File: src/rtl/lbc_pkg.sv
// ----------------------------------------------------------------------------
// lbc_pkg
// Shared types and codes of the block buffer cache directory: command and
// status codes, the per-slot directory record and the sequencer states.
// ----------------------------------------------------------------------------
package lbc_pkg;

    localparam logic [1:0] CMD_GET     = 2'd0;
    localparam logic [1:0] CMD_RELEASE = 2'd1;
    localparam logic [1:0] CMD_FLAGS   = 2'd2;

    localparam logic [1:0] STATUS_OK     = 2'd0;
    localparam logic [1:0] STATUS_NOFREE = 2'd1;
    localparam logic [1:0] STATUS_UNREF  = 2'd2;
    localparam logic [1:0] STATUS_FULL   = 2'd3;

    localparam logic [7:0] COUNT_MAX = 8'd255;

    typedef struct packed {
        logic [7:0]  device;
        logic [31:0] block_number;
        logic [7:0]  ref_count;
        logic        valid;
        logic        dirty;
    } rec_t;

    typedef enum logic [3:0] {
        S_IDLE,
        S_HIT_SCAN,
        S_VIC_SCAN,
        S_SLOT_RD,
        S_SLOT_EVAL,
        S_FIND_SCAN,
        S_SHIFT,
        S_SHIFT_LAST,
        S_DONE
    } state_t;

endpackage

File: src/rtl/lru_block_buffer_cache.sv
// ----------------------------------------------------------------------------
// lru_block_buffer_cache
// Directory of a block buffer cache with reference counts and least recently
// used recycling. A small sequencer walks the recency order memory and the
// slot record memory one position per cycle through a two-stage read pipe.
// Sequence: get runs a hit scan from most recent, then a victim scan from
//   oldest; set flags and release update the slot record, and a release
//   that frees the slot moves it to the most recent end.
// Throughput: one request at a time; the result register lets the next
//   request be accepted while a result waits.
// Reset: synchronous active-low aresetn clears control and the per-entry
//   init bits, so all tags read as zero and order as identity at once.
// ----------------------------------------------------------------------------
module lru_block_buffer_cache #(
    parameter int ENTRIES = 32
) (
    input  logic        aclk,
    input  logic        aresetn,

    input  logic        s_valid,
    output logic        s_ready,
    input  logic [1:0]  s_cmd,
    input  logic [7:0]  s_device,
    input  logic [31:0] s_block_number,
    input  logic [4:0]  s_slot_in,
    input  logic        s_valid_in,
    input  logic        s_dirty_in,

    output logic        m_valid,
    input  logic        m_ready,
    output logic [4:0]  m_slot,
    output logic        m_hit,
    output logic        m_need_read,
    output logic [7:0]  m_ref_count,
    output logic [1:0]  m_status
);

    localparam int IDX_W = $clog2(ENTRIES);
    localparam logic [IDX_W-1:0] LAST = IDX_W'(ENTRIES - 1);

    // storage
    lbc_pkg::rec_t    slot_mem [ENTRIES];
    logic [IDX_W-1:0] ord_mem  [ENTRIES];
    logic [ENTRIES-1:0] slot_init_reg;
    logic [ENTRIES-1:0] ord_init_reg;

    lbc_pkg::state_t state_reg, state_next;

    // request
    logic [1:0]       cmd_reg;
    logic [7:0]       dev_reg;
    logic [31:0]      blk_reg;
    logic [4:0]       sin_reg;
    logic             vin_reg;
    logic             din_reg;
    logic [IDX_W-1:0] tgt_reg;

    // scan issue and read pipe
    logic [IDX_W-1:0] iss_pos_reg;
    logic             iss_act_reg;
    logic             iss_down_reg;
    logic             a_vld_reg;
    logic [IDX_W-1:0] a_pos_reg;
    logic [IDX_W-1:0] ord_rd_reg;
    logic             ord_rd_init_reg;
    logic             b_vld_reg;
    logic [IDX_W-1:0] b_pos_reg;
    logic [IDX_W-1:0] b_slot_reg;
    lbc_pkg::rec_t    rec_rd_reg;
    logic             rec_rd_init_reg;

    // result
    logic [4:0] res_slot_reg;
    logic       res_hit_reg;
    logic       res_nr_reg;
    logic [7:0] res_cnt_reg;
    logic [1:0] res_st_reg;

    logic             m_valid_reg;

    // derived
    logic [IDX_W-1:0] a_slot;
    lbc_pkg::rec_t    b_rec;
    logic             tag_eq;
    logic             vic_ok;
    logic             find_eq;
    logic             slot_oob;
    logic             in_acc;
    logic             out_free;

    // controls
    logic             scan_start;
    logic [IDX_W-1:0] scan_start_pos;
    logic             scan_down;
    logic [IDX_W-1:0] slot_raddr;
    logic             slot_we;
    logic [IDX_W-1:0] slot_waddr;
    lbc_pkg::rec_t    slot_wdata;
    logic             ord_we;
    logic [IDX_W-1:0] ord_waddr;
    logic [IDX_W-1:0] ord_wdata;
    logic             res_load;
    logic [4:0]       res_slot_next;
    logic             res_hit_next;
    logic             res_nr_next;
    logic [7:0]       res_cnt_next;
    logic [1:0]       res_st_next;
    logic             out_load;

    assign a_slot   = ord_rd_init_reg ? ord_rd_reg : a_pos_reg;
    assign b_rec    = rec_rd_init_reg ? rec_rd_reg : '0;
    assign tag_eq   = b_vld_reg && (b_rec.device == dev_reg)
                      && (b_rec.block_number == blk_reg);
    assign vic_ok   = b_vld_reg && (b_rec.ref_count == 8'd0) && !b_rec.dirty;
    assign find_eq  = a_vld_reg && (a_slot == tgt_reg);
    assign slot_oob = (32'(sin_reg) >= ENTRIES);
    assign in_acc   = s_valid && s_ready;
    assign out_free = !m_valid_reg || m_ready;

    // next state
    always_comb begin
        state_next = state_reg;
        case (state_reg)
            lbc_pkg::S_IDLE: begin
                if (in_acc) begin
                    if (s_cmd == lbc_pkg::CMD_GET) begin
                        state_next = lbc_pkg::S_HIT_SCAN;
                    end else begin
                        state_next = lbc_pkg::S_SLOT_RD;
                    end
                end
            end
            lbc_pkg::S_HIT_SCAN: begin
                if (tag_eq) begin
                    state_next = lbc_pkg::S_DONE;
                end else if (b_vld_reg && b_pos_reg == '0) begin
                    state_next = lbc_pkg::S_VIC_SCAN;
                end
            end
            lbc_pkg::S_VIC_SCAN: begin
                if (vic_ok || (b_vld_reg && b_pos_reg == LAST)) begin
                    state_next = lbc_pkg::S_DONE;
                end
            end
            lbc_pkg::S_SLOT_RD: begin
                state_next = lbc_pkg::S_SLOT_EVAL;
            end
            lbc_pkg::S_SLOT_EVAL: begin
                if (cmd_reg == lbc_pkg::CMD_RELEASE && !slot_oob
                        && b_rec.ref_count == 8'd1) begin
                    state_next = lbc_pkg::S_FIND_SCAN;
                end else begin
                    state_next = lbc_pkg::S_DONE;
                end
            end
            lbc_pkg::S_FIND_SCAN: begin
                if (find_eq) begin
                    if (a_pos_reg == LAST) begin
                        state_next = lbc_pkg::S_SHIFT_LAST;
                    end else begin
                        state_next = lbc_pkg::S_SHIFT;
                    end
                end else if (a_vld_reg && a_pos_reg == LAST) begin
                    state_next = lbc_pkg::S_DONE;
                end
            end
            lbc_pkg::S_SHIFT: begin
                if (a_vld_reg && a_pos_reg == LAST) begin
                    state_next = lbc_pkg::S_SHIFT_LAST;
                end
            end
            lbc_pkg::S_SHIFT_LAST: begin
                state_next = lbc_pkg::S_DONE;
            end
            lbc_pkg::S_DONE: begin
                if (out_free) begin
                    state_next = lbc_pkg::S_IDLE;
                end
            end
            default: begin
                state_next = lbc_pkg::S_IDLE;
            end
        endcase
    end

    // controls
    always_comb begin
        s_ready        = 1'b0;
        scan_start     = 1'b0;
        scan_start_pos = '0;
        scan_down      = 1'b0;
        slot_raddr     = a_slot;
        slot_we        = 1'b0;
        slot_waddr     = b_slot_reg;
        slot_wdata     = b_rec;
        ord_we         = 1'b0;
        ord_waddr      = a_pos_reg - IDX_W'(1);
        ord_wdata      = a_slot;
        res_load       = 1'b0;
        res_slot_next  = '0;
        res_hit_next   = 1'b0;
        res_nr_next    = 1'b0;
        res_cnt_next   = '0;
        res_st_next    = lbc_pkg::STATUS_OK;
        out_load       = 1'b0;
        case (state_reg)
            lbc_pkg::S_IDLE: begin
                s_ready = 1'b1;
                if (in_acc && s_cmd == lbc_pkg::CMD_GET) begin
                    scan_start     = 1'b1;
                    scan_start_pos = LAST;
                    scan_down      = 1'b1;
                end
            end
            lbc_pkg::S_HIT_SCAN: begin
                if (tag_eq) begin
                    res_load      = 1'b1;
                    res_slot_next = 5'(b_slot_reg);
                    res_hit_next  = 1'b1;
                    res_nr_next   = !b_rec.valid;
                    if (b_rec.ref_count >= lbc_pkg::COUNT_MAX) begin
                        res_cnt_next = b_rec.ref_count;
                        res_st_next  = lbc_pkg::STATUS_FULL;
                    end else begin
                        slot_we              = 1'b1;
                        slot_wdata.ref_count = b_rec.ref_count + 8'd1;
                        res_cnt_next         = b_rec.ref_count + 8'd1;
                    end
                end else if (b_vld_reg && b_pos_reg == '0) begin
                    scan_start     = 1'b1;
                    scan_start_pos = '0;
                end
            end
            lbc_pkg::S_VIC_SCAN: begin
                if (vic_ok) begin
                    slot_we                 = 1'b1;
                    slot_wdata.device       = dev_reg;
                    slot_wdata.block_number = blk_reg;
                    slot_wdata.ref_count    = 8'd1;
                    slot_wdata.valid        = 1'b0;
                    slot_wdata.dirty        = 1'b0;
                    res_load                = 1'b1;
                    res_slot_next           = 5'(b_slot_reg);
                    res_nr_next             = 1'b1;
                    res_cnt_next            = 8'd1;
                end else if (b_vld_reg && b_pos_reg == LAST) begin
                    res_load    = 1'b1;
                    res_st_next = lbc_pkg::STATUS_NOFREE;
                end
            end
            lbc_pkg::S_SLOT_RD: begin
                slot_raddr = tgt_reg;
            end
            lbc_pkg::S_SLOT_EVAL: begin
                res_load   = 1'b1;
                slot_waddr = tgt_reg;
                case (cmd_reg)
                    lbc_pkg::CMD_RELEASE: begin
                        res_slot_next = sin_reg;
                        if (slot_oob || b_rec.ref_count == 8'd0) begin
                            res_st_next = lbc_pkg::STATUS_UNREF;
                        end else begin
                            slot_we              = 1'b1;
                            slot_wdata.ref_count = b_rec.ref_count - 8'd1;
                            res_cnt_next         = b_rec.ref_count - 8'd1;
                            if (b_rec.ref_count == 8'd1) begin
                                scan_start     = 1'b1;
                                scan_start_pos = '0;
                            end
                        end
                    end
                    lbc_pkg::CMD_FLAGS: begin
                        res_slot_next = sin_reg;
                        if (!slot_oob) begin
                            slot_we          = 1'b1;
                            slot_wdata.valid = vin_reg;
                            slot_wdata.dirty = din_reg;
                            res_cnt_next     = b_rec.ref_count;
                        end
                    end
                    default: begin
                        res_slot_next = '0;
                    end
                endcase
            end
            lbc_pkg::S_FIND_SCAN: begin
                if (find_eq && a_pos_reg != LAST) begin
                    scan_start     = 1'b1;
                    scan_start_pos = a_pos_reg + IDX_W'(1);
                end
            end
            lbc_pkg::S_SHIFT: begin
                ord_we = a_vld_reg;
            end
            lbc_pkg::S_SHIFT_LAST: begin
                ord_we    = 1'b1;
                ord_waddr = LAST;
                ord_wdata = tgt_reg;
            end
            lbc_pkg::S_DONE: begin
                out_load = out_free;
            end
            default: begin
                s_ready = 1'b0;
            end
        endcase
    end

    // control registers
    always_ff @(posedge aclk) begin
        if (!aresetn) begin
            state_reg     <= lbc_pkg::S_IDLE;
            iss_act_reg   <= 1'b0;
            iss_down_reg  <= 1'b0;
            a_vld_reg     <= 1'b0;
            b_vld_reg     <= 1'b0;
            m_valid_reg   <= 1'b0;
            slot_init_reg <= '0;
            ord_init_reg  <= '0;
        end else begin
            state_reg <= state_next;
            a_vld_reg <= iss_act_reg && !scan_start;
            b_vld_reg <= a_vld_reg && !scan_start;
            if (scan_start) begin
                iss_act_reg  <= 1'b1;
                iss_down_reg <= scan_down;
            end else if (iss_act_reg) begin
                if (iss_pos_reg == (iss_down_reg ? '0 : LAST)) begin
                    iss_act_reg <= 1'b0;
                end
            end
            if (out_load) begin
                m_valid_reg <= 1'b1;
            end else if (m_ready) begin
                m_valid_reg <= 1'b0;
            end
            if (slot_we) begin
                slot_init_reg[slot_waddr] <= 1'b1;
            end
            if (ord_we) begin
                ord_init_reg[ord_waddr] <= 1'b1;
            end
        end
    end

    // datapath registers
    always_ff @(posedge aclk) begin
        if (in_acc) begin
            cmd_reg <= s_cmd;
            dev_reg <= s_device;
            blk_reg <= s_block_number;
            sin_reg <= s_slot_in;
            vin_reg <= s_valid_in;
            din_reg <= s_dirty_in;
            tgt_reg <= IDX_W'(s_slot_in);
        end
        if (scan_start) begin
            iss_pos_reg <= scan_start_pos;
        end else if (iss_act_reg) begin
            iss_pos_reg <= iss_down_reg ? iss_pos_reg - IDX_W'(1)
                                        : iss_pos_reg + IDX_W'(1);
        end
        a_pos_reg       <= iss_pos_reg;
        ord_rd_init_reg <= ord_init_reg[iss_pos_reg];
        b_pos_reg       <= a_pos_reg;
        b_slot_reg      <= slot_raddr;
        rec_rd_init_reg <= slot_init_reg[slot_raddr];
        if (res_load) begin
            res_slot_reg <= res_slot_next;
            res_hit_reg  <= res_hit_next;
            res_nr_reg   <= res_nr_next;
            res_cnt_reg  <= res_cnt_next;
            res_st_reg   <= res_st_next;
        end
        if (out_load) begin
            m_slot      <= res_slot_reg;
            m_hit       <= res_hit_reg;
            m_need_read <= res_nr_reg;
            m_ref_count <= res_cnt_reg;
            m_status    <= res_st_reg;
        end
    end

    // memories
    always_ff @(posedge aclk) begin
        ord_rd_reg <= ord_mem[iss_pos_reg];
        if (ord_we) begin
            ord_mem[ord_waddr] <= ord_wdata;
        end
    end

    always_ff @(posedge aclk) begin
        rec_rd_reg <= slot_mem[slot_raddr];
        if (slot_we) begin
            slot_mem[slot_waddr] <= slot_wdata;
        end
    end

    assign m_valid = m_valid_reg;

    // checks
    a_one_request: assert property (@(posedge aclk) disable iff (!aresetn)
        in_acc |=> !s_ready)
        else $error("request accepted while busy");

    a_nofree_zero: assert property (@(posedge aclk) disable iff (!aresetn)
        m_valid && m_status == lbc_pkg::STATUS_NOFREE
            |-> m_slot == 5'd0 && !m_hit && !m_need_read && m_ref_count == 8'd0)
        else $error("no free entry result not cleared");

    a_recycle_count: assert property (@(posedge aclk) disable iff (!aresetn)
        m_valid && m_need_read && !m_hit |-> m_ref_count == 8'd1)
        else $error("recycled entry count not one");

    a_hit_count: assert property (@(posedge aclk) disable iff (!aresetn)
        m_valid && m_hit |-> m_ref_count != 8'd0)
        else $error("hit with zero count");

    a_pos_range: assert property (@(posedge aclk) disable iff (!aresetn)
        a_vld_reg |-> a_pos_reg <= LAST)
        else $error("scan position out of range");

endmodule
File: config.mk
export PLATFORM = sky130hd
export DESIGN_NAME = lru_block_buffer_cache
export DESIGN_NICKNAME = d
export VERILOG_FILES = /design/src/rtl/lbc_pkg.sv /design/src/rtl/lru_block_buffer_cache.sv
export SDC_FILE = /design/constraint.sdc
export NUM_CORES = 2
export LEC_CHECK = 0
export ABC_AREA = 1
export BUFFER_PORTS_ARGS = -buffer_cell sky130_fd_sc_hd__buf_2
export CAP_MARGIN = 5
export CORE_MARGIN = 2
export CORE_UTILIZATION = 57
export CTS_CLUSTER_SIZE = 40
export DETAILED_ROUTE_END_ITERATION = 10
export PLACE_DENSITY = 0.82
export SETUP_SLACK_MARGIN = 0.4
export SLEW_MARGIN = 5
export SYNTH_ARGS = -nofsm -noshare
export SYNTH_HDL_FRONTEND = slang
export SYNTH_SLANG_ARGS = --single-unit
File: constraint.sdc
create_clock -name aclk -period 3.95 [get_ports aclk]
set_input_delay 0.395 -clock aclk [delete_from_list [all_inputs] [get_ports aclk]]
set_output_delay 0.395 -clock aclk [all_outputs]
set_load 0.05 [all_outputs]
==> impl_metrics.json <==
{
  "wire_per_inst_um": 25.14,
  "pre_cts_slack_ns": 0.4011,
  "dieHeight_um": 383.7,
  "drive_above_1_share": 0.08776,
  "multi_input_area_mm2": 0.02029,
  "fmax_mhz": 289.4,
  "ir_drop_v": 0.0007320,
  "place_congestion": 0.9329,
  "stdcell_area_mm2": 0.09223,
  "vias": 57440,
  "tightest_slew_ns": 1.071,
  "drt_wl_total_mm": 231.5,
  "synthFlopType": "edfxtp_1",
  "async_flop_share": 0,
  "nets": 7205,
  "slowest_stage": "dfxtp_4",
  "cp_max_fo": 39,
  "syn_nets": 7095,
  "dr.first_iter.drc_count": 9629,
  "worstSetupEndpointType": "flip-flop",
  "arrival_ns": 4.05,
  "coreArea_mm2": 0.1433,
  "holdWs_ns": 0.09238,
  "path_class": "reg -> reg",
  "clk_latency_ns": 0.86,
  "max_stage_delay_ns": 0.44,
  "cts_buffer_depth": 3,
  "syn_avg_cell_area_um2": 11.69,
  "slew_headroom": 0.2830,
  "cts_tree": "built",
  "dp.cells": 8797,
  "ys_ff_latch": 1993,
  "power.total_mw": 73.23,
  "grt.total_usage": 0.3108,
  "die_area_mm2": 0.1472,
  "drv_cap": 0,
  "io_buffers": 71,
  "yosysTopAreaCell": "edfxtp_1",
  "leakagePower_nw": 33.77,
  "hpwl_mm": 138.2,
  "clock_sinks": 1993,
  "grt_antenna_before_repair": 8,
  "cts_made_buffers": 192,
  "hp-class": "in -> reg",
  "finalCritPeriodShare": 0.8747,
  "power_density_mw_per_mm2": 793.9,
  "synthAdderAreaFrac": 0.001919,
  "overflow": 0,
  "via_per_inst": 6.238,
  "first_global_vias": 55360,
  "finalHoldViolations": 0,
  "status": "completed",
  "placed_area_mm2": 0.08543,
  "start_util": 0.5733,
  "crit_chain": "buf_12, nand3_1, o21ai_0, nor2_1, nand2_1, nor2_1, nand2_1, nor2_1, nand3_1, inv_1, nand2_1, o211ai_1, buf_4",
  "synth_edf_count": 1848,
  "crit_path_start_kind": "flip-flop",
  "synth_top_family_by_area": "simple AND/OR/NAND/NOR gates",
  "syn_area_mm2": 0.08217,
  "ys_seq_area_frac": 0.7107,
  "final.fill_count": 10040,
  "yosysUniqueCellTypes": 44,
  "synth.area.top_cells": "edfxtp_1 68%, nand2_1 7.8%, nand3_1 4.4%, o211ai_1 3.9%, dfxtp_1 3.5%",
  "fin_util": 0.6436,
  "synth.top_cell.area_share": 0.6754,
  "fp-row-count": 139,
  "syn_inst": 7030,
  "synth_compound_area_frac": 0.09097,
  "ioPinCount": 72,
  "instances_no_fill": 9208,
  "grt_max_degree": 103,
  "rsz0062_at_grt": "no",
  "firstDrtPassIters": 8,
  "setup_ws_ns": 0.4948,
  "skew_ns": 0.06195,
  "final-seq-area_mm2": 0.05840,
  "slew_violations": 0,
  "synth-xor-area-share": 0.001386,
  "root_buffer": "clkbuf_16",
  "setup_violations": 0,
  "grt_pass1_wl_mm": 340.9,
  "synthMuxAreaShare": 0,
  "cts.clk_slew.worst_paths_ns": 0.06,
  "critPathRequiredTime_ns": 4.55,
  "ant_nets": 0,
  "tns_ns": 0,
  "htreeDepth": 4,
  "fin_crit_ns": 3.455,
  "synth-simple-area-share": 0.1511,
  "area_growth_syn_to_layout_pct": 12.26,
  "die_w_um": 383.7,
  "largest_register_ffs": 1600,
  "yosys_warnings": 0,
  "drc_errors": 0
}
==> layout by cell type, fill, tap and decap left out, types with 71 or more instances in the layout <==
cell / count
edfxtp_1: 1848
nand2_1: 1710
nand3_1: 730
nor2_1: 515
o211ai_1: 425
inv_1: 381
o21ai_0: 300
a21o_1: 200
clkbuf_16: 196
buf_4: 161
dfxtp_1: 144
o21ai_1: 82
buf_2: 71
==> cells by family (layout without fill, tap and decap cells) <==
kind of cell	after synthesis	count (layout)
compound gates	1142	1142
xor+xnor	13	13
fa+ha+maj	12	12
buf+inv	850	1124
flops	1993	1993
other cells	0	1
simple gates	3020	3020
==> cell type report <==
| class | instances | area share |
|---|---|---|
| multi-input combinational | 4187 | 0.2199 |
| timing repair buffer | 339 | 0.03455 |
| clock buffer | 262 | 0.05760 |
| antenna | 1 | 0.00002713 |
| clock inverter | 96 | 0.009889 |
| sequential | 1993 | 0.6332 |
| tap | 1903 | 0.02581 |
| inverter | 427 | 0.01902 |
==> path summary, 6_finish.rpt <==
check / startpoint / endpoint / slack, ns / depth (start not counted)
max: rec_rd_init_reg$_DFF_P_ / slot_mem[19][5]$_DFFE_PP_ / 0.49 / 13
min: s_valid / iss_down_reg$_SDFFE_PN0P_ / 0.09 / 5
max reg2reg: rec_rd_init_reg$_DFF_P_ / slot_mem[19][5]$_DFFE_PP_ / 0.49 / 13
min reg2reg: a_pos_reg[3]$_DFF_P_ / b_pos_reg[3]$_DFF_P_ / 0.42 / 0
==> cell usage after synthesis (3+ instances only) <==
| cell | number |
|---|---|
| ha_1 | 11 |
| xnor2_1 | 3 |
| nor3_2 | 3 |
| nor2_1 | 516 |
| xor2_1 | 10 |
| inv_1 | 415 |
| buf_2 | 203 |
| nand3b_1 | 3 |
| o21ai_0 | 347 |
| a31oi_1 | 7 |
| buf_1 | 24 |
| o21ai_2 | 3 |
| and2_1 | 5 |
| nor3_1 | 21 |
| clkbuf_1 | 161 |
| buf_6 | 7 |
| o211ai_1 | 425 |
| nand4_1 | 16 |
| nand3_1 | 730 |
| inv_2 | 9 |
| a21oi_1 | 56 |
| nor4_1 | 3 |
| nand2_2 | 7 |
| a21o_1 | 200 |
| nand2_1 | 1710 |
| buf_4 | 28 |
| a32oi_1 | 4 |
| edfxtp_1 | 1848 |
| dfxtp_1 | 145 |
| o221ai_1 | 32 |
| o22ai_1 | 15 |
| o21ai_1 | 49 |
==> timing repair <==
action	in CTS	in global routing
gates resized for setup	2	12
endpoints found under the hold margin	54	0
gates cloned	0	0
setup endpoints to repair	32	1008
buffers inserted	0	1
hold buffers	51	0
==> critical path: cells and delay by family, from the launching register on <==
| family | cells | cell delay, ns |
|---|---|---|
| AND/OR/NAND/NOR | 8 | 1.41 |
| buffers and inverters | 3 | 0.94 |
| flip-flops | 1 | 0.44 |
| AO/OA/AOI/OAI | 2 | 0.38 |
==> metal layers <==
layer | GRT usage | share of wire | up-vias
met2 | 0.4740 | 0.45 | 4307
li1 | - | - | 25100
met4 | 0.1448 | 0.047 | 8
met5 | 0.0006498 | 0.00023 | -
met3 | 0.07328 | 0.13 | 643
met1 | 0.4258 | 0.37 | 27390
==> power breakdown <==
| group | internal [mW] | switching [mW] |
|---|---|---|
| Sequential | 26.0 | 0.546 |
| Clock | 10.1 | 8.04 |
| Combinational | 7.69 | 20.8 |
Note: power is estimated with default switching activity, not from simulation.
